### config.mk
export PLATFORM = sky130hd
export DESIGN_NAME = fpvd_cfg
export DESIGN_NICKNAME = d
export VERILOG_FILES = /design/src/rtl/fpvd_pkg.sv /design/src/rtl/fpvd_cfg.sv
export SDC_FILE = /design/constraint.sdc
export NUM_CORES = 1
export LEC_CHECK = 0
export ABC_AREA = 1
export BUFFER_PORTS_ARGS = -buffer_cell sky130_fd_sc_hd__buf_2
export CAP_MARGIN = 20
export CORE_MARGIN = 2
export CORE_UTILIZATION = 25
export DETAILED_ROUTE_END_ITERATION = 7
export GPL_TIMING_DRIVEN = 0
export PLACE_DENSITY_LB_ADDON = 0.1
export SYNTH_ARGS = -nofsm -noshare
export SYNTH_HDL_FRONTEND = slang
export SYNTH_SLANG_ARGS = --single-unit
### constraint.sdc
create_clock -name clk -period 1.95 [get_ports clk]
set_input_delay 0.39 -clock clk [delete_from_list [all_inputs] [get_ports clk]]
set_output_delay 0.39 -clock clk [all_outputs]
set_load 0.02 [all_outputs]
### src/rtl/fpvd_pkg.sv
// Shared constants, codes and types for the fiber point voxel density block.
// Used by the channel interfaces, the register file, the controller and the datapath.
// No dependencies.
`default_nettype none

package fpvd_pkg;

	localparam int AXIS_BITS = 6;
	localparam int AXIS_SIZE = 1 << AXIS_BITS;
	localparam int ADDR_W = 3 * AXIS_BITS;
	localparam int DEPTH = 1 << ADDR_W;

	localparam int REQ_W = 2;
	localparam int POS_W = 24;
	localparam int RD_W = 6;
	localparam int STAT_W = 2;
	localparam int VAL_W = 32;
	localparam int INV_W = 24;
	localparam int SIZE_W = 7;
	localparam int IDX_W = 24;
	localparam int PROD_W = POS_W + INV_W;
	localparam int FRAC_W = PROD_W - IDX_W;
	localparam int LIM_W = (AXIS_BITS + 1 > SIZE_W) ? AXIS_BITS + 1 : SIZE_W;

	localparam int APB_ADDR_W = 5;
	localparam int APB_DATA_W = 32;
	localparam int REG_W = 3;

	// request codes
	localparam logic [REQ_W-1:0] REQ_POINT = 2'd0;
	localparam logic [REQ_W-1:0] REQ_START = 2'd1;
	localparam logic [REQ_W-1:0] REQ_READ  = 2'd2;

	// result status codes
	localparam logic [STAT_W-1:0] ST_UPDATED = 2'd0;
	localparam logic [STAT_W-1:0] ST_SKIPPED = 2'd1;
	localparam logic [STAT_W-1:0] ST_OUTSIDE = 2'd2;
	localparam logic [STAT_W-1:0] ST_DONE    = 2'd3;

	// result value source
	localparam logic [1:0] VSEL_ZERO = 2'd0;
	localparam logic [1:0] VSEL_READ = 2'd1;
	localparam logic [1:0] VSEL_UPD  = 2'd2;

	// axis codes for the shared multiplier
	localparam logic [1:0] AXIS_X = 2'd0;
	localparam logic [1:0] AXIS_Y = 2'd1;
	localparam logic [1:0] AXIS_Z = 2'd2;

	// register indexes
	localparam logic [REG_W-1:0] REG_COUNT_MODE = 3'd0;
	localparam logic [REG_W-1:0] REG_INV_X      = 3'd1;
	localparam logic [REG_W-1:0] REG_INV_Y      = 3'd2;
	localparam logic [REG_W-1:0] REG_INV_Z      = 3'd3;
	localparam logic [REG_W-1:0] REG_SIZE_X     = 3'd4;
	localparam logic [REG_W-1:0] REG_SIZE_Y     = 3'd5;
	localparam logic [REG_W-1:0] REG_SIZE_Z     = 3'd6;

	localparam logic [INV_W-1:0]  INV_RST  = 24'd65536;
	localparam logic [SIZE_W-1:0] SIZE_RST = 7'd64;

	typedef struct packed {
		logic              count_mode;
		logic [INV_W-1:0]  inv_x;
		logic [INV_W-1:0]  inv_y;
		logic [INV_W-1:0]  inv_z;
		logic [SIZE_W-1:0] size_x;
		logic [SIZE_W-1:0] size_y;
		logic [SIZE_W-1:0] size_z;
	} cfg_t;

	typedef struct packed {
		logic              take;
		logic              clr_prev;
		logic              load_addr_rd;
		logic              mul;
		logic              rnd;
		logic [1:0]        axis;
		logic              upd_prev;
		logic              load_addr_idx;
		logic              clr_step;
		logic              st_we;
		logic [STAT_W-1:0] st_code;
		logic              out_load;
		logic              mem_wr;
		logic [1:0]        val_sel;
	} cmd_t;

	typedef struct packed {
		logic match;
		logic in_vol;
		logic clr_last;
	} sts_t;

endpackage

`default_nettype wire

### src/rtl/fpvd_cfg.sv
// APB register file: count mode, reciprocal voxel sizes and volume dimensions.
// Depends on fpvd_pkg.
`default_nettype none

module fpvd_cfg import fpvd_pkg::*; (
	input  wire logic                  clk,
	input  wire logic                  arst_n,
	input  wire logic                  psel,
	input  wire logic                  penable,
	input  wire logic                  pwrite,
	input  wire logic [APB_ADDR_W-1:0] paddr,
	input  wire logic [APB_DATA_W-1:0] pwdata,
	output logic      [APB_DATA_W-1:0] prdata,
	output logic                       pready,
	output cfg_t                       cfg
);

	cfg_t             cfg_q;
	logic [REG_W-1:0] reg_sel;
	logic             wr_en;

	assign pready  = 1'b1;
	assign reg_sel = paddr[APB_ADDR_W-1:2];
	assign wr_en   = psel && penable && pwrite;
	assign cfg     = cfg_q;

	always_ff @(posedge clk or negedge arst_n) begin
		if (!arst_n) begin
			cfg_q.count_mode <= 1'b1;
			cfg_q.inv_x      <= INV_RST;
			cfg_q.inv_y      <= INV_RST;
			cfg_q.inv_z      <= INV_RST;
			cfg_q.size_x     <= SIZE_RST;
			cfg_q.size_y     <= SIZE_RST;
			cfg_q.size_z     <= SIZE_RST;
		end else if (wr_en) begin
			unique case (reg_sel)
				REG_COUNT_MODE: cfg_q.count_mode <= pwdata[0];
				REG_INV_X:      cfg_q.inv_x      <= pwdata[INV_W-1:0];
				REG_INV_Y:      cfg_q.inv_y      <= pwdata[INV_W-1:0];
				REG_INV_Z:      cfg_q.inv_z      <= pwdata[INV_W-1:0];
				REG_SIZE_X:     cfg_q.size_x     <= pwdata[SIZE_W-1:0];
				REG_SIZE_Y:     cfg_q.size_y     <= pwdata[SIZE_W-1:0];
				REG_SIZE_Z:     cfg_q.size_z     <= pwdata[SIZE_W-1:0];
				default: ;
			endcase
		end
	end

	always_comb begin
		prdata = '0;
		unique case (reg_sel)
			REG_COUNT_MODE: prdata = APB_DATA_W'(cfg_q.count_mode);
			REG_INV_X:      prdata = APB_DATA_W'(cfg_q.inv_x);
			REG_INV_Y:      prdata = APB_DATA_W'(cfg_q.inv_y);
			REG_INV_Z:      prdata = APB_DATA_W'(cfg_q.inv_z);
			REG_SIZE_X:     prdata = APB_DATA_W'(cfg_q.size_x);
			REG_SIZE_Y:     prdata = APB_DATA_W'(cfg_q.size_y);
			REG_SIZE_Z:     prdata = APB_DATA_W'(cfg_q.size_z);
			default:        prdata = '0;
		endcase
	end

endmodule

`default_nettype wire

Yosys cells after proc, flatten, opt, wreduce, memory -nomap -nowiden
Cells that the tools add are included.

word-level totals
  register bits after elaboration = 94
  input bits = 42
  output and inout bits = 127
  logic and storage cells = 24

cells by class
  eq/ne operators = 6
  mux-type cells = 1
  reduce and logical (&&, ||, !) cells = 10

operators with widths
  cell                number
  $pmux 24 s7         1
  $reduce_and 2->1    7
  $eq 3x3->1 const B  3
  $eq 3x2->1 const B  2
  $eq 3x1->1 const B  1
  $logic_not 3->1     1
  $logic_and 1x1->1   2

Longest topological paths before layout
  depth after elaboration = 3
  depth in mapped cells = 9
  gate-level depth less buffers = 6

Worst setup path after synthesis
OpenSTA, ideal clock, no wires.

  path kind = input-to-output
  start = input paddr[4]
  end = output prdata[10]
  arrival time = 1339 ps
  data required time = 1560 ps
  path slack = 221 ps
  stages on the path = 7
  buffers on the path = 2
  path through = buf_6 -> inv_4 -> nand3_1 -> inv_2 -> buf_1 -> nand2_1 -> nand3_1

on the way
  longest elaborated chain between the ends = 2
  elaborated cells between the ends (all ways) = 8
  classes of those cells = eq/ne: 6; mux: 1; reduce/logical: 1

RTL lines
  element                                   RTL line        RTL
  start: declaration                        fpvd_cfg.sv:11  input wire logic [APB_ADDR_W-1:0] paddr,
  $eq 3x3->1, or another cell as far along  fpvd_cfg.sv:52  unique case (reg_sel)
  $pmux 24 s7 (*)                           fpvd_cfg.sv:52
  end: declaration                          fpvd_cfg.sv:13  output logic [APB_DATA_W-1:0] prdata,

Every way passes the cells marked *; elsewhere a longest branch is shown, timed or not.

Final worst setup path
  start = input paddr[4]
  end = output prdata[0]

The elaborated chain is that of the path after synthesis.

==> results.sh <==
export IMPL_synthTopCellsByArea="dfrtp_1, nand2_1, o21ai_0"
export IMPL_finalCoreUtilization_pct=34.2
export IMPL_crit_path_end_kind="output pin"
export IMPL_overflow=0
export IMPL_die_width_microns=137
export IMPL_clkPwrFrac_pct=28.2
export IMPL_ys_seq_area_share_pct=53.3
export IMPL_clockBufferDepth=2
export IMPL_final_max_slew_violation_count=0
export IMPL_min_period_ns=1.87
export IMPL_yosysTopAreaCell="dfrtp_1"
export IMPL_globalplace_congestion=0.825
export IMPL_worst_setup_path_start_kind="input port"
export IMPL_period_share_pct=95.7
export IMPL_largest_reg_flops=94
export IMPL_grt_pass1_vias=4156
export IMPL_antenna_found_initial=0
export IMPL_nets=750
export IMPL_drt_wl_total_mm=15.7
export IMPL_max_slew_margin_pct=60.4
export IMPL_drv_cap=0
export IMPL_die_height_microns=137
export IMPL_synth_area_sq_mm=0.00443
export IMPL_drive_gt1_share_pct=31.1
export IMPL_powerDensity_mw_per_mm2=1020
export IMPL_cp_required_ns=1.56
export IMPL_grt_use_total_pct=17.0
export IMPL_fin_worst_skew_ns=0
export IMPL_synth_cells=538
export IMPL_synth_cell_types=23
export IMPL_p_leak_uw=0.00321
export IMPL_synth_seq_cells=94
export IMPL_p_int_uw=3830
export IMPL_ir_worst_vdd_uv=413
export IMPL_dr_pass1_iters=4
export IMPL_path_class="input port to output pin"
export IMPL_start_util_pct=25.6
export IMPL_cts_tree="yes"
export IMPL_power_frac_comb_pct=27.6
export IMPL_htreeDepth=3
export IMPL_root_buffer="clkbuf_16"
export IMPL_cts_sinks=94
export IMPL_hold_path_class="input port to register"
export IMPL_io_buffers=147
export IMPL_vias=4251
export IMPL_drt_iter0_markers=195
export IMPL_vias_per_cell=4.53
export IMPL_yosys_area_top_type_share_pct=49.2
export IMPL_worstMarginPinSlew_ns=0.593
export IMPL_dp_cells=918
export IMPL_core_area_sq_mm=0.0173
export IMPL_grt_max_degree=70
export IMPL_place_hpwl_mm=11.5
export IMPL_rsz0062_at_grt="no"
export IMPL_pin_count=169
export IMPL_finalSetupViolCount=0
export IMPL_numCtsBuffers=9
export IMPL_seq_power_share_pct=44.2
export IMPL_worst_slack_ns=0.0833
export IMPL_num_antenna_cells=0
export IMPL_clock_latency_ns=0.34
export IMPL_switching_share_pct=36.6
export IMPL_switching_power_uw=2210
export IMPL_final_cell_count_no_fill=938
export IMPL_cp_arrival_ns=1.48
export IMPL_outcome="completed"
export IMPL_finalHoldViolCount=0
export IMPL_grt_first_pass_wirelength_mm=24.0
export IMPL_clk_pin_slew_worst_paths_ns=0.07
export IMPL_synthToLayoutAreaGrowth_pct=33.5
export IMPL_clock_fmax_ghz=0.536
export IMPL_syn_area_per_cell_sq_um=8.23
export IMPL_wl_per_cell_microns=16.7
export IMPL_die_area_sq_mm=0.0188
export IMPL_row_count=48
export IMPL_yosys_warnings=0
export IMPL_dp_slack_ns=-0.429
export IMPL_drtAntennaViolNets=0
export IMPL_cp_max_fo=10
export IMPL_drc=0
layout make-up:
type / instances / area (sq um)
fillers: 1878 / 11400
clock buffers: 11 / 253
plain buffers: 39 / 308
repair buffers: 153 / 843
multi-input cells: 374 / 1690
well taps: 225 / 282
clock inverters: 5 / 33.8
flip-flops and latches: 94 / 2360
inverters: 37 / 146
final timing paths:
| check | slack, ns | from | to | depth (start not counted) |
|---|---|---|---|---|
| max | 0.08 | paddr[4] | prdata[0] | 7 |
| min | 0.27 | pwdata[6] | cfg[13]$_DFFE_PN1P_ | 3 |
| max reg2reg | 1.17 | cfg[93]$_DFFE_PN1P_ | cfg[93]$_DFFE_PN1P_ | 2 |
| min reg2reg | 0.49 | cfg[13]$_DFFE_PN1P_ | cfg[13]$_DFFE_PN1P_ | 2 |
| max in group asynchronous | 0.74 | arst_n | cfg[85]$_DFFE_PN1P_ | 3 |
| min in group asynchronous | 0.50 | arst_n | cfg[11]$_DFFE_PN0P_ | 2 |
synth_stat cells:
library cell and n:
dfrtp_1 87, nand2_2 2, inv_4 2, nand3_2 1, nand4_1 28, inv_1 34, buf_2 6, nor2_1 11
buf_1 2, o21ai_0 56, conb_1 2, buf_4 10, o21ai_2 4, clkbuf_1 12, nand2_1 196, nor2_4 1
nor3_4 1, nand3_1 29, o21ai_1 34, dfstp_2 7, nor2_2 2, buf_6 10, inv_2 1
worst max-delay path, stage by stage:
cell and delay [ns]:
buf_6 0.14, clkbuf_1 0.40, nand3_1 0.15, nand2_1 0.09, nor2_1 0.04, nand2_1 0.09, buf_2 0.17
through the flow:
stage          hold slack, ns  TNS, ns  cell area [sq um]  power (uW)
3_5_place_dp            0.334    -6.04               5500        4350
5_1_grt                 0.268        0               5910        6380
6_report                0.265        0               5910        6030
2_1_floorplan          0.0944        0               4450        3610
4_1_cts                 0.250        0               5830        6090
3_3_place_gp            0.479   -49.51               5470        4320
power by group through the flow:
stage          logic [uW]  registers (uW)  clock network (uW)
6_report             1660            2660                1700
5_1_grt              1830            2710                1840
4_1_cts              1670            2670                1750
3_5_place_dp         1660            2690                   0
3_3_place_gp         1630            2690                   0
2_1_floorplan         542            3070                   0
kinds of logic (layout without fill, tap and decap cells):
kind of cell	count (synthesis)	count (layout)	synth area share (%)
compound gates	94	94	11.0
flops	94	94	53.3
buf+inv	77	245	9.35
other cells	2	9	0.170
simple gates	271	271	26.2
per-layer routing:
layer,vias to the layer above,track usage [%],part of all wire (%)
met1,2028,22.9,47
met2,140,27.6,46
met5,-,0,0
li1,2075,-,-
met3,8,4.19,6.0
met4,0,4.01,0.92
layout by cell type (no fill, tap or decap), drive strengths merged:
cell / n
clkinvlp: 2
conb: 9
inv: 37
clkbuf: 23
dfstp: 7
clkinv: 3
o21ai: 94
dlygate4sd3: 1
nand2: 198
nand4: 28
nor3: 1
nor2: 14
buf: 179
dfrtp: 87
nand3: 30
repair_timing:
| item | in CTS | in global routing |
|---|---|---|
| hold buffers | 1 | 0 |
| hold endpoints to repair | 23 | 0 |
| setup buffers | 2 | 2 |
| endpoints found under the setup margin | 24 | 18 |
| gates resized for setup | 9 | 18 |
| pin swaps | 2 | 1 |
(Power assumes the default switching activity.)
