===== config.mk =====
export PLATFORM = sky130hd
export DESIGN_NAME = fpvd_ctrl
export DESIGN_NICKNAME = d
export VERILOG_FILES = /design/src/rtl/fpvd_pkg.sv /design/src/rtl/fpvd_ctrl.sv
export SDC_FILE = /design/constraint.sdc
export NUM_CORES = 1
export LEC_CHECK = 0
export ABC_CLOCK_PERIOD_IN_PS = 1150
export BUFFER_PORTS_ARGS = -buffer_cell sky130_fd_sc_hd__buf_2
export CAP_MARGIN = 10
export CORE_AREA = 2 2 49 51
export CTS_CLUSTER_SIZE = 30
export DETAILED_ROUTE_END_ITERATION = 6
export DIE_AREA = 0 0 51 53
export GPL_TIMING_DRIVEN = 0
export PLACE_DENSITY = 0.55
export SYNTH_ARGS = -nofsm -noshare
export SYNTH_HDL_FRONTEND = slang
export SYNTH_SLANG_ARGS = --single-unit

===== constraint.sdc =====
create_clock -name clk -period 1.15 [get_ports clk]
set_clock_uncertainty 0.1 [all_clocks]
set_input_delay 0 -clock clk [delete_from_list [all_inputs] [get_ports clk]]
set_output_delay 0 -clock clk [all_outputs]
set_load 0.03 [all_outputs]

===== src/rtl/fpvd_pkg.sv =====
// Shared constants, codes and types for the fiber point voxel density block.
// Used by the channel interfaces, the register file, the controller and the datapath.
// No dependencies.
`default_nettype none

package fpvd_pkg;

	localparam int AXIS_BITS = 6;
	localparam int AXIS_SIZE = 1 << AXIS_BITS;
	localparam int ADDR_W = 3 * AXIS_BITS;
	localparam int DEPTH = 1 << ADDR_W;

	localparam int REQ_W = 2;
	localparam int POS_W = 24;
	localparam int RD_W = 6;
	localparam int STAT_W = 2;
	localparam int VAL_W = 32;
	localparam int INV_W = 24;
	localparam int SIZE_W = 7;
	localparam int IDX_W = 24;
	localparam int PROD_W = POS_W + INV_W;
	localparam int FRAC_W = PROD_W - IDX_W;
	localparam int LIM_W = (AXIS_BITS + 1 > SIZE_W) ? AXIS_BITS + 1 : SIZE_W;

	localparam int APB_ADDR_W = 5;
	localparam int APB_DATA_W = 32;
	localparam int REG_W = 3;

	// request codes
	localparam logic [REQ_W-1:0] REQ_POINT = 2'd0;
	localparam logic [REQ_W-1:0] REQ_START = 2'd1;
	localparam logic [REQ_W-1:0] REQ_READ  = 2'd2;

	// result status codes
	localparam logic [STAT_W-1:0] ST_UPDATED = 2'd0;
	localparam logic [STAT_W-1:0] ST_SKIPPED = 2'd1;
	localparam logic [STAT_W-1:0] ST_OUTSIDE = 2'd2;
	localparam logic [STAT_W-1:0] ST_DONE    = 2'd3;

	// result value source
	localparam logic [1:0] VSEL_ZERO = 2'd0;
	localparam logic [1:0] VSEL_READ = 2'd1;
	localparam logic [1:0] VSEL_UPD  = 2'd2;

	// axis codes for the shared multiplier
	localparam logic [1:0] AXIS_X = 2'd0;
	localparam logic [1:0] AXIS_Y = 2'd1;
	localparam logic [1:0] AXIS_Z = 2'd2;

	// register indexes
	localparam logic [REG_W-1:0] REG_COUNT_MODE = 3'd0;
	localparam logic [REG_W-1:0] REG_INV_X      = 3'd1;
	localparam logic [REG_W-1:0] REG_INV_Y      = 3'd2;
	localparam logic [REG_W-1:0] REG_INV_Z      = 3'd3;
	localparam logic [REG_W-1:0] REG_SIZE_X     = 3'd4;
	localparam logic [REG_W-1:0] REG_SIZE_Y     = 3'd5;
	localparam logic [REG_W-1:0] REG_SIZE_Z     = 3'd6;

	localparam logic [INV_W-1:0]  INV_RST  = 24'd65536;
	localparam logic [SIZE_W-1:0] SIZE_RST = 7'd64;

	typedef struct packed {
		logic              count_mode;
		logic [INV_W-1:0]  inv_x;
		logic [INV_W-1:0]  inv_y;
		logic [INV_W-1:0]  inv_z;
		logic [SIZE_W-1:0] size_x;
		logic [SIZE_W-1:0] size_y;
		logic [SIZE_W-1:0] size_z;
	} cfg_t;

	typedef struct packed {
		logic              take;
		logic              clr_prev;
		logic              load_addr_rd;
		logic              mul;
		logic              rnd;
		logic [1:0]        axis;
		logic              upd_prev;
		logic              load_addr_idx;
		logic              clr_step;
		logic              st_we;
		logic [STAT_W-1:0] st_code;
		logic              out_load;
		logic              mem_wr;
		logic [1:0]        val_sel;
	} cmd_t;

	typedef struct packed {
		logic match;
		logic in_vol;
		logic clr_last;
	} sts_t;

endpackage

`default_nettype wire


===== src/rtl/fpvd_ctrl.sv =====
// Controller: clearing pass, per-item sequencing of the shared multiplier,
// volume read-modify-write and output register hand-off. Depends on fpvd_pkg.
`default_nettype none

module fpvd_ctrl import fpvd_pkg::*; (
	input  wire logic             clk,
	input  wire logic             arst_n,
	input  wire logic             in_valid,
	input  wire logic [REQ_W-1:0] req_type,
	output logic                  in_ready,
	output logic                  out_valid,
	input  wire logic             out_ready,
	input  wire sts_t             sts,
	output cmd_t                  cmd
);

	localparam logic [2:0] S_CLEAR = 3'd0;
	localparam logic [2:0] S_IDLE  = 3'd1;
	localparam logic [2:0] S_MUL   = 3'd2;
	localparam logic [2:0] S_RND   = 3'd3;
	localparam logic [2:0] S_CMP   = 3'd4;
	localparam logic [2:0] S_MEMRD = 3'd5;
	localparam logic [2:0] S_FIN   = 3'd6;

	logic [2:0] state_q, state_d;
	logic [1:0] axis_q, axis_d;
	logic [1:0] kind_q, kind_d;
	logic       out_valid_q;

	assign in_ready  = (state_q == S_IDLE);
	assign out_valid = out_valid_q;

	always_comb begin
		state_d  = state_q;
		axis_d   = axis_q;
		kind_d   = kind_q;
		cmd      = '0;
		cmd.axis = axis_q;
		unique case (state_q)
			S_CLEAR: begin
				cmd.clr_step = 1'b1;
				cmd.mem_wr   = 1'b1;
				if (sts.clr_last) state_d = S_IDLE;
			end
			S_IDLE: begin
				if (in_valid) begin
					cmd.take    = 1'b1;
					cmd.st_we   = 1'b1;
					cmd.st_code = ST_DONE;
					kind_d      = VSEL_ZERO;
					axis_d      = AXIS_X;
					unique case (req_type)
						REQ_POINT: state_d = S_MUL;
						REQ_START: begin
							cmd.clr_prev = 1'b1;
							state_d      = S_FIN;
						end
						REQ_READ: begin
							cmd.load_addr_rd = 1'b1;
							kind_d           = VSEL_READ;
							state_d          = S_MEMRD;
						end
						default: state_d = S_FIN;
					endcase
				end
			end
			S_MUL: begin
				cmd.mul = 1'b1;
				state_d = S_RND;
			end
			S_RND: begin
				cmd.rnd = 1'b1;
				if (axis_q == AXIS_Z) begin
					state_d = S_CMP;
				end else begin
					axis_d  = axis_q + 2'd1;
					state_d = S_MUL;
				end
			end
			S_CMP: begin
				cmd.st_we = 1'b1;
				if (sts.match) begin
					cmd.st_code = ST_SKIPPED;
					state_d     = S_FIN;
				end else begin
					cmd.upd_prev = 1'b1;
					if (sts.in_vol) begin
						cmd.load_addr_idx = 1'b1;
						cmd.st_code       = ST_UPDATED;
						kind_d            = VSEL_UPD;
						state_d           = S_MEMRD;
					end else begin
						cmd.st_code = ST_OUTSIDE;
						state_d     = S_FIN;
					end
				end
			end
			S_MEMRD: state_d = S_FIN;
			S_FIN: begin
				// hold until the output register is free
				if (!out_valid_q || out_ready) begin
					cmd.out_load = 1'b1;
					cmd.val_sel  = kind_q;
					cmd.mem_wr   = (kind_q == VSEL_UPD);
					state_d      = S_IDLE;
				end
			end
			default: state_d = S_IDLE;
		endcase
	end

	always_ff @(posedge clk or negedge arst_n) begin
		if (!arst_n) begin
			state_q     <= S_CLEAR;
			axis_q      <= AXIS_X;
			kind_q      <= VSEL_ZERO;
			out_valid_q <= 1'b0;
		end else begin
			state_q <= state_d;
			axis_q  <= axis_d;
			kind_q  <= kind_d;
			if (cmd.out_load) out_valid_q <= 1'b1;
			else if (out_ready) out_valid_q <= 1'b0;
		end
	end

endmodule

`default_nettype wire


======== After elaboration in Yosys (flattened, before gate mapping) ========
Cells that the tools add are included.
Widths: inputs -> output; s select.
storage, ports and cells
  register bits after elaboration ......... 8
  latch bits .............................. 0
  bits in writable memories ............... 0
  bits in read-only memories .............. 0
  output and inout port bits .............. 19
  word-level logic and storage cells ...... 67
  memories kept ........................... 0
operators by class
  $add $sub $neg .......................... 1
  $mul .................................... 0
  div/mod/pow operators ................... 0
  order comparisons ....................... 0
  eq/ne operators ......................... 16
  shifts and indexed selects .............. 0
  multiplexer cells ....................... 36
  bitwise logic cells ..................... 0
  reduce and logical (&&, ||, !) cells .... 10
operator list
  kind                 count
  $mux 2               12
  $mux 3               7
  $pmux 3 s7           1
  $ne 2x2->1 const B   6
  $pmux 3 s2           2
  $mux 1               10
  $eq 3x3->1 const B   3
  $pmux 2 s2           2
  $eq 2x2->1 const B   3
  $eq 3x2->1 const B   2
  $reduce_and 3->1     2
  $reduce_bool 2->1    3
  $mux 4               1
  $reduce_and 4->1     1
  $eq 3x1->1 const B   1
  $logic_not 3->1      1
  $add 2x1->2 const B  1
  $eq 2x1->1 const B   1
  $logic_not 2->1      1
  $pmux 1 s2           1
  $logic_not 1->1      1
  $logic_or 1x1->1     1

======== Depth between registers and ports, before layout ========
Gate-level depths: netlist of the first run.
  word-level depth ........................ 5
  gate-level depth with buffers ........... 6
  depth with buffers taken out ............ 6

======== Least setup slack after synthesis of the first run ========
OpenSTA, ideal clock, no wires.
  path type ............................... register to output
  from .................................... register out_valid_q, in the netlist out_valid
  to ...................................... output port cmd[2] (netlist bit)
  arrival time ............................ 1869 ps
  required time ........................... 1050 ps
  slack ................................... -819 ps
  stages on the path, launching flop included .. 5
  path through ............................ dfrtp_1 nand2b_1 nor3b_2 and2_1 a21o_1
RTL lines
  item                    RTL line          source
  start, declared         fpvd_ctrl.sv:28   logic out_valid_q;
  start signal, assigned  fpvd_ctrl.sv:117  out_valid_q <= 1'b0;
  start signal, assigned  fpvd_ctrl.sv:122  if (cmd.out_load) out_valid_q <= 1'b1;
  start signal, assigned  fpvd_ctrl.sv:123  else if (out_ready) out_valid_q <= 1'b0;
  end, declared           fpvd_ctrl.sv:14   output cmd_t cmd

==> run_results.csv, run 1 <==
group,metric,value,unit
status,run_status,"finished, violations left",
status,violations,"hold timing, setup timing",
drt,wl,2230,um
logic_synthesis,synth-async-reset-ratio,1.00,
finish,fill_cells,176,
worst_hold_path,min_path_type,"in2reg",
floorplan,die_x,51,um
logic_synthesis,yosysWarnings,0,
setup_path,cp_num_buf_inv,2,
pwr,power.share.sequential,0.143,
setup_path,cp_max_fo,5,
clocking,htree_levels,1,
sta,hold_viol,1,
global_route,overflow,0,
setup_path,crit_family,"simple AND/OR/NAND/NOR gates",
sta,fmaxAchievable,632,MHz
floorplan,die-area,2700,um2
logic_synthesis,syn_avg_cell_area,7.96,um2
floorplan,fp-row-count,17,
sta,whs,-0.00339,ns
floorplan,io_pins,28,
floorplan,core,2150,um2
setup_path,cp_cell_sequence,"buf_6 > nand2b_4 > nor3b_4 > and2_4 > a21o_4 > buf_6",
setup_path,slowest_delay,0.39,ns
logic_synthesis,synth_top_cell_by_area,"dfrtp_1",
finish,antenna_cells,0,
logic_synthesis,synth.top_cells.by_count,"dfrtp_1 (8), a21oi_1 (7), nand2_1 (7)",
clocking,cts_tree,"done",
pwr,p_int,1.92,mW
logic_synthesis,ys_types,31,
logic_synthesis,synth.top_cell.area_share,0.323,
logic_synthesis,ys_ff_latch,8,
logic_synthesis,postSynthCellCount,78,
global_route,grt_max_degree,11,
sta,timing.slew.headroom,0.689,
clocking,cts_buffers,3,
drt,drc,0,
sta,timing.final.ws_setup,-0.432,ns
setup_path,cp-start-kind,"flip-flop",
clocking,cts.clk_slew.worst_paths,0.06,ns
clocking,cts_buffer_depth,2,
setup_path,cp-end-kind,"primary output",
finish,post-route-util,0.612,
logic_synthesis,synthesis.nets,88,
floorplan,die_h,53,um
global_route,grt_pass1_wl,3370,um
drt,vias,779,
drt,drt-wirelength-per-cell,14.2,um
floorplan,initial_core_util,0.289,
logic_synthesis,synth-edff-count,0,
place,hpwl,1340,um
logic_synthesis,synth_most_common_cell,"dfrtp_1",
setup_path,arrival,1.48,ns
run,drv_cap,0,
setup_path,cp_slowest_cell,"dfrtp_1",
place,io_buffer_count,27,
place,pre_cts_slack,-0.255,ns
pwr,p_leak,0.579,nW
sta,setup_violations,23,
setup_path,critPathKind,"reg2out",
finish,layout.nets,140,
pwr,combPwrFrac,0.788,
sta,fin_crit_sh,1.38,
sta,slew_violations,0,
place,gp_congestion,0.794,
finish,area_delta_synth_final,112,%
setup_path,crit_top_cell,"buf_6",
global_route,grtUsageTotal,0.170,
drt,viasPerCell,4.96,
drt,drt_pass1_iterations,4,
clocking,cts-root-buf,"clkbuf_4",
pwr,switching_share,0.477,
clocking,clkSinkCount,8,
pwr,power_density,2790,nW/um2
global_route,antenna_found_initial,0,
finish,drive_above_1_share,0.705,
logic_synthesis,yosys-top-cells-area,"dfrtp_1 (32%), a21oi_1 (5.6%), nand2b_1 (5.0%), nor3_1 (4.8%), o21ai_0 (4.8%)",
drt,drt_iter0_drc,10,
pwr,ir_drop,1130,uV
logic_synthesis,seq_area_frac_synth,0.323,
drt,drt.antenna.violating_nets,0,
logic_synthesis,synth-main-ff-cell,"dfrtp_1",
sta,tns,-7.01,ns
logic_synthesis,synth_area,621,um2
setup_path,crit_required,1.05,ns
sta,fin_crit,1.58,ns
global_route,grt_pass1_vias,722,
pwr,p_clk_frac,0.069,
sta,worstMarginPinSlew,0.461,ns
setup_path,r2r_slack,-0.34,ns
sta,rsz0062_at_grt,"true",
pwr,switching_power,1.75,mW
clocking,clk_latency,0.27,ns
-- through the flow --
step           instances  instance area [um2]  power, mW  hold WS (ns)
6_report             157                 1310       3.67      -0.00339
4_1_cts              149                 1170       3.12       -0.0158
5_1_grt              157                 1310       3.88        0.0165
2_1_floorplan         78                  726       1.96        -0.396
3_5_place_dp         133                  896       2.36        -0.240
3_3_place_gp         133                  896       2.31        -0.239
-- registers in the layout, summed over array words and instances (netlist names) --
register and count:
state_q 3, axis_q 2, kind_q 2, out_valid 1
-- layout by cell type (no fill, tap or decap), types with 4 or more instances in the layout --
master / instances
buf_6: 25
o21ai_0: 4
buf_4: 14
buf_2: 11
nand2_1: 5
nor3_4: 4
dfrtp_1: 5
-- per-layer routing --
layer	global-route usage	routed length, um
met1	0.210	957
met5	0	0
met3	0.0226	73
met4	0.0991	35
met2	0.281	1160
-- tightest hold or removal path, delay by kind of cell --
kind                   cells  cell delay (ns)
buffers and inverters      1             0.08
AND/OR/NAND/NOR            1             0.14
AO/OA/AOI/OAI              1             0.09
-- timing repair --
item | CTS | global route
hold endpoints to repair | 9 | 0
resized for setup | 47 | 21
setup buffers | 10 | 10
pin swaps | 8 | 12
setup endpoints to repair | 23 | 23
hold buffers | 1 | 0
cloned | 1 | 0
-- power by group through the flow --
stage	clock (mW)	sequential, mW	combinational, mW
2_1_floorplan	0	0.602	1.36
3_3_place_gp	0	0.522	1.79
3_5_place_dp	0	0.532	1.83
4_1_cts	0.241	0.530	2.34
5_1_grt	0.269	0.540	3.07
6_report	0.253	0.526	2.89
-- cell type report --
class / count / area [um2] / share of cell area
Timing Repair Buffer: 47 / 407 / 0.310
Multi-Input combinational cell: 58 / 553 / 0.421
Inverter: 7 / 28.8 / 0.0219
Clock buffer: 4 / 26.3 / 0.0200
Tap cell: 28 / 35.0 / 0.0267
Buffer: 5 / 60.1 / 0.0457
Sequential cell: 8 / 204 / 0.155
-- cell families after synthesis --
logic type | Yosys count | synth area share
and+or+nand+nor | 32 | 0.304
buffers and inverters | 12 | 0.101
adders and majority gates | 1 | 0.0202
AOI/OAI and AO/OA | 25 | 0.252
DFF | 8 | 0.323
-- worst paths after layout --
check,start,cells after the start,to
min,out_ready,3,out_valid
max,state_q[2],6,cmd[2]
max reg2reg,state_q[1],5,kind_q[0]
min in group asynchronous,arst_n,2,state_q[2]
min reg2reg,kind_q[1],1,kind_q[1]
max in group asynchronous,arst_n,2,out_valid
(Power assumes the default switching activity.)
==> run 2: changes to the inputs <==
Settings changed: ABC_AREA set to 1, CAP_MARGIN 10 to 25.
==> run 2 against run 1 <==
The flow still finishes with violations (hold timing, setup timing). Global-route usage shrank 0.58 points. Clock power hardly changed. Design area fell by 5.2%. Sequential power increased by 7.2%. Critical path depth increased by 1. Area after synthesis is 0.20% higher. Setup slack gained 0.087 ns. Cell count up 12%. First-iteration DRC count fell by 40%. Combinational power down 8.3%. Critical endpoint unchanged.
==> run_results.csv, run 2 <==
group,metric,value,unit
finish,drive_above_1_share,0.622,
logic_synthesis,synth.top_cell.area_share,0.322,
drt,drt_iter0_drc,6,
logic_synthesis,ys_ff_latch,8,
drt,wl,2070,um
logic_synthesis,synth-edff-count,0,
finish,layout.nets,159,
clocking,cts-root-buf,"clkbuf_4",
floorplan,fp-row-count,17,
setup_path,cp-end-kind,"primary output",
logic_synthesis,ys_types,15,
pwr,p_leak,0.665,nW
logic_synthesis,synthesis.nets,112,
setup_path,arrival,1.40,ns
pwr,power_density,2780,nW/um2
drt,vias,792,
status,violations,"hold timing, setup timing",
floorplan,die_x,51,um
sta,whs,-0.0730,ns
logic_synthesis,synth-async-reset-ratio,1.00,
logic_synthesis,synth_most_common_cell,"nand2_1",
global_route,antenna_found_initial,0,
clocking,cts.clk_slew.worst_paths,0.06,ns
global_route,overflow,0,
clocking,htree_levels,1,
clocking,cts_buffer_depth,2,
clocking,cts_tree,"done",
logic_synthesis,synth.top_cells.by_count,"nand2_1 (33), inv_1 (20), nor2_1 (14)",
sta,fmaxAchievable,669,MHz
place,hpwl,1270,um
global_route,grt_pass1_vias,764,
floorplan,die-area,2700,um2
floorplan,die_h,53,um
logic_synthesis,synth_top_cell_by_area,"dfrtp_1",
clocking,clkSinkCount,8,
place,io_buffer_count,27,
pwr,power.total,3.46,mW
finish,antenna_cells,0,
worst_hold_path,min_path_type,"in2reg",
logic_synthesis,synth-main-ff-cell,"dfrtp_1",
clocking,cts_hold_buf,2,
finish,largest_reg_flops,3,
setup_path,cp_max_fo,5,
finish,largestRegisters,"state_q: 3 flops, axis_q: 2 flops, kind_q: 2 flops",
sta,fin_crit_sh,1.30,
logic_synthesis,syn_avg_cell_area,6.10,um2
sta,timing.slew.headroom,0.865,
drt,drt-wirelength-per-cell,11.8,um
sta,fin_crit,1.50,ns
drt,drc,0,
logic_synthesis,seq_area_frac_synth,0.322,
finish,multi_input_area,504,um2
status,run_status,"finished, violations left",
drt,drt_pass1_iterations,4,
logic_synthesis,yosysWarnings,0,
finish,ff_latch_area,206,um2
place,gp_congestion,0.790,
floorplan,initial_core_util,0.289,
floorplan,core,2150,um2
clocking,cts_buffers,3,
setup_path,cp-start-kind,"flip-flop",
sta,timing.final.ws_setup,-0.345,ns
global_route,grt_max_degree,9,
logic_synthesis,yosys-top-cells-area,"dfrtp_1 (32%), nand2_1 (20%), inv_1 (12%), nand3_1 (9.7%), nor2_1 (8.5%)",
clocking,clk_latency,0.26,ns
logic_synthesis,synth_area,622,um2
setup_path,critPathKind,"reg2out",
sta,slew_violations,0,
run,drv_cap,0,
sta,rsz0062_at_grt,"true",
finish,area_delta_synth_final,100,%
place,placed_cell_area,845,um2
sta,worstMarginPinSlew,0.203,ns
sta,hold_viol,4,
setup_path,crit_required,1.05,ns
sta,setup_violations,23,
logic_synthesis,postSynthCellCount,102,
floorplan,io_pins,28,
finish,final_common_cell,"buf_6",
finish,design_area,1240,um2
finish,regMostFlops,"state_q",
finish,fill_cells,201,
global_route,grtUsageTotal,0.164,
global_route,grt_pass1_wl,3250,um
finish,mostFrequentLayoutCells,"buf_6 (20), nand2_1 (19), inv_1 (12), buf_2 (12), nand2_2 (9)",
drt,drt.antenna.violating_nets,0,
place,pre_cts_slack,-0.306,ns
drt,viasPerCell,4.50,
pwr,ir_drop,1410,uV
## run 2: cell types whose count changed after synthesis, moves of 2 or more
cell      change
a21oi_1       -6
nor3_1        -5
inv_1        +14
nand2_1      +26
nand2b_1      -5
buf_2         -2
nand3_1      +10
and2_1        -2
o21bai_1      -2
buf_4         -2
nor2_1        +9
## run 2: stage by stage
step | cells | setup TNS, ns | util | hold WS (ns)
floorplan | 102 | -3.26 | - | -0.396
global placement | 157 | -3.38 | 0.393 | -0.242
detailed placement | 157 | -3.61 | 0.393 | -0.239
CTS | 173 | -5.30 | 0.537 | -0.0690
global route | 176 | -7.12 | 0.579 | -0.0691
finish | 176 | -5.47 | 0.579 | -0.0730
## run 2: repair_timing
item,in CTS,in global routing
setup buffers,11,4
gates resized for setup,55,24
pin swaps,13,5
hold endpoints to repair,13,4
endpoints found under the setup margin,24,23
## run 2: logic make-up after synthesis
logic type,Yosys count,share of synthesized area
adder cells (fa/ha/maj),1,0.0201
buffers and inverters,23,0.151
AND/OR/NAND/NOR,64,0.459
flip-flops,8,0.322
AO/OA/AOI/OAI,6,0.0483
## run 2: final timing paths
| kind | start | to | slack (ns) | depth (start not counted) |
|---|---|---|---|---|
| max | state_q[1] | cmd[2] | -0.35 | 7 |
| min | out_ready | state_q[2] | -0.07 | 4 |
| min reg2reg | kind_q[0] | kind_q[0] | 0.40 | 2 |
| max in group asynchronous | arst_n | state_q[0] | 0.74 | 2 |
| min in group asynchronous | arst_n | state_q[1] | 0.02 | 2 |
| max reg2reg | state_q[2] | axis_q[0] | -0.23 | 6 |
## run 2: final cells by class
cell class | instances | share of cell area
Clock buffer | 4 | 0.0211
Timing Repair Buffer | 43 | 0.310
Multi-Input combinational cell | 71 | 0.405
Inverter | 22 | 0.0704
Tap cell | 28 | 0.0281
Sequential cell | 8 | 0.166
## run 2: layer usage
layer  wire length, um  GRT usage  up-vias  part of all wire
met3               102     0.0452        2             0.049
met1               761      0.176      366              0.37
li1                  -          -      401                 -
met5                 0          0        -                 0
met2              1200      0.316       23              0.58
met4                10     0.0360        0            0.0048
## run 2: worst max-delay path, stage by stage (launching register included)
cell     delay, ns
dfrtp_2       0.45
nand2_2       0.10
nor2_4        0.14
nand2_4       0.09
nor2_4        0.10
nand2_1       0.07
nand2_2       0.06
buf_6         0.12
## run 2: power breakdown
part           total (mW)  switching, mW  internal (mW)
clock network       0.250          0.116          0.134
logic                2.65           1.50           1.15
registers           0.564          0.149          0.415
==> run 3: changes to the inputs <==
Settings changed: CORE_AREA 2 2 49 51 to 2 2 43 45, DIE_AREA 0 0 51 53 to 0 0 45 47, PLACE_DENSITY 0.55 to 0.69.
==> run 3 against run 2 <==
The run still ends with hold timing, setup timing left. Sequential share of layout area fell by 0.066 points. Routed wire length rose by 10%. First-iteration DRC count rose to 3.0 times the previous value. Critical path depth rose by 1. Setup slack got worse by 0.090 ns. Fmax fell by 5.7%. Power rose by 0.93%. Design area rose by 0.40%. Critical endpoint is now state_q[0]. Highest routed layer unchanged.
==> run_results.csv, run 3 (synthesis gave the netlist of run 2 again) <==
group,metric,value,unit
sta,whs,-0.0452,ns
sta,timing.slew.headroom,0.852,
finish,ff_latch_area,206,um2
sta,rsz0062_at_grt,"true",
drt,wl,2280,um
finish,largest_reg_flops,3,
finish,fill_cells,122,
pwr,power.total,3.50,mW
pwr,p_leak,0.673,nW
pwr,power_density,2800,nW/um2
finish,drive_above_1_share,0.599,
global_route,grt_pass1_vias,773,
global_route,grt_max_degree,9,
clocking,htree_levels,1,
setup_path,crit_family,"buffers and inverters",
status,run_status,"finished, violations left",
drt,drt_pass1_iterations,5,
setup_path,cp_slowest_cell,"dfrtp_2",
sta,worstMarginPinSlew,0.222,ns
clocking,clk_latency,0.27,ns
sta,fin_crit_sh,1.38,
setup_path,slowest_delay,0.47,ns
clocking,cts_hold_buf,3,
global_route,grt.met3_usage,0.0654,
floorplan,core,1650,um2
clocking,cts_buffer_depth,2,
setup_path,critPathKind,"reg2reg",
clocking,cts_buffers,3,
finish,mostFrequentLayoutCells,"nand2_1 (22), buf_6 (21), inv_1 (13)",
floorplan,die_h,47,um
floorplan,io_pins,28,
place,io_buffer_count,27,
setup_path,cp-end-kind,"flip-flop",
setup_path,cp-start-kind,"flip-flop",
finish,layout.nets,163,
sta,hold_viol,6,
drt,vias,848,
setup_path,crit_required,1.21,ns
sta,fmaxAchievable,631,MHz
sta,slew_violations,0,
sta,timing.final.ws_setup,-0.435,ns
sta,tns,-6.78,ns
sta,setup_violations,23,
setup_path,r2r_slack,-0.43,ns
floorplan,die_x,45,um
clocking,cts.clk_slew.worst_paths,0.07,ns
clocking,cts_tree,"done",
finish,largestRegisters,"state_q: 3 flops, axis_q: 2 flops, kind_q: 2 flops",
setup_path,cp_num_buf_inv,4,
setup_path,crit_top_cell,"buf_4",
global_route,overflow,0,
clocking,cts-root-buf,"clkbuf_4",
global_route,met2_usage,0.440,
drt,viasPerCell,5.02,
global_route,antenna_found_initial,0,
setup_path,arrival,1.65,ns
floorplan,die-area,2120,um2
global_route,grt_pass1_wl,3200,um
setup_path,cp_max_fo,4,
worst_hold_path,min_path_type,"in2reg",
floorplan,initial_core_util,0.377,
run,drv_cap,0,
global_route,grtUsageTotal,0.212,
status,violations,"hold timing, setup timing",
finish,antenna_cells,0,
drt,drt.antenna.violating_nets,0,
global_route,grt_util_met1,0.199,
global_route,busiest_layer,"met2",
finish,regMostFlops,"state_q",
drt,drt_iter0_drc,18,
sta,fin_crit,1.58,ns
setup_path,cp_cell_sequence,"buf_4 > buf_6 > buf_4 > nand3_4 > buf_4 > nand3_2 > nor2_1 > nor2_1",
drt,drt-wirelength-per-cell,13.5,um
pwr,ir_drop,1440,uV
finish,area_delta_synth_final,101,%
finish,final_common_cell,"nand2_1",
clocking,clkSinkCount,8,
finish,multi_input_area,492,um2
floorplan,fp-row-count,15,
place,hpwl,1220,um
place,gp_congestion,0.813,
drt,drc,0,
==> run 3: cell types whose count changed in the layout (fill, tap and decap cells not counted), moves of 2 or more <==
cell and delta:
buf_4 +3, inv_6 +2, nand2_2 -2, inv_2 -2, nand2_1 +3
==> run 3: worst paths after layout <==
kind                            start    endpoint  cells after the start
min in group asynchronous      arst_n   kind_q[1]                      2
max reg2reg                state_q[1]  state_q[0]                      8
min                         out_ready   out_valid                      4
max in group asynchronous      arst_n  state_q[2]                      2
min reg2reg                 kind_q[1]   kind_q[1]                      2
max                        state_q[1]  state_q[0]                      8
==> run 3: power breakdown <==
part / internal (mW) / switching (mW) / total [mW]
Clock: 0.135 / 0.127 / 0.261
Combinational: 1.12 / 1.52 / 2.65
Sequential: 0.415 / 0.174 / 0.588
Total: 1.67 / 1.82 / 3.50
==> run 3: final cells by class <==
type                    count  share of cell area
well taps                  17              0.0170
clock buffers               4              0.0210
repair buffers             46               0.318
plain buffers               1             0.00901
flip-flops and latches      8               0.165
inverters                  22              0.0761
multi-input cells          71               0.393
==> run 3: worst register-to-register path: stages, from the launching register on <==
cell	delay, ns
dfrtp_2	0.47
buf_4	0.16
buf_6	0.12
buf_4	0.14
nand3_4	0.09
buf_4	0.12
nand3_2	0.07
nor2_1	0.14
nor2_1	0.07
==> run 3: layer usage <==
| metal | vias up | share of wire |
|---|---|---|
| met3 | 8 | 0.060 |
| met5 | - | 0 |
| met1 | 393 | 0.37 |
| met4 | 0 | 0.016 |
| li1 | 411 | - |
| met2 | 36 | 0.55 |
==> run 3: through the flow <==
stage                     hold WS, ns  instances  setup WS (ns)  area (um2)   util
after global routing          -0.0393        169         -0.473        1250  0.757
after global placement         -0.247        146         -0.288         831  0.503
after floorplan                -0.396        102         -0.402         674      -
after CTS                     -0.0833        163         -0.346        1150  0.697
final                         -0.0452        169         -0.435        1250  0.757
after detailed placement       -0.240        146         -0.319         831  0.503
==> run 3: repair_timing <==
action | CTS | global route
pin swaps | 10 | 6
buffers inserted | 9 | 6
endpoints found under the hold margin | 13 | 1
cloned | 1 | 0
setup endpoints to repair | 24 | 23
resized for setup | 62 | 15
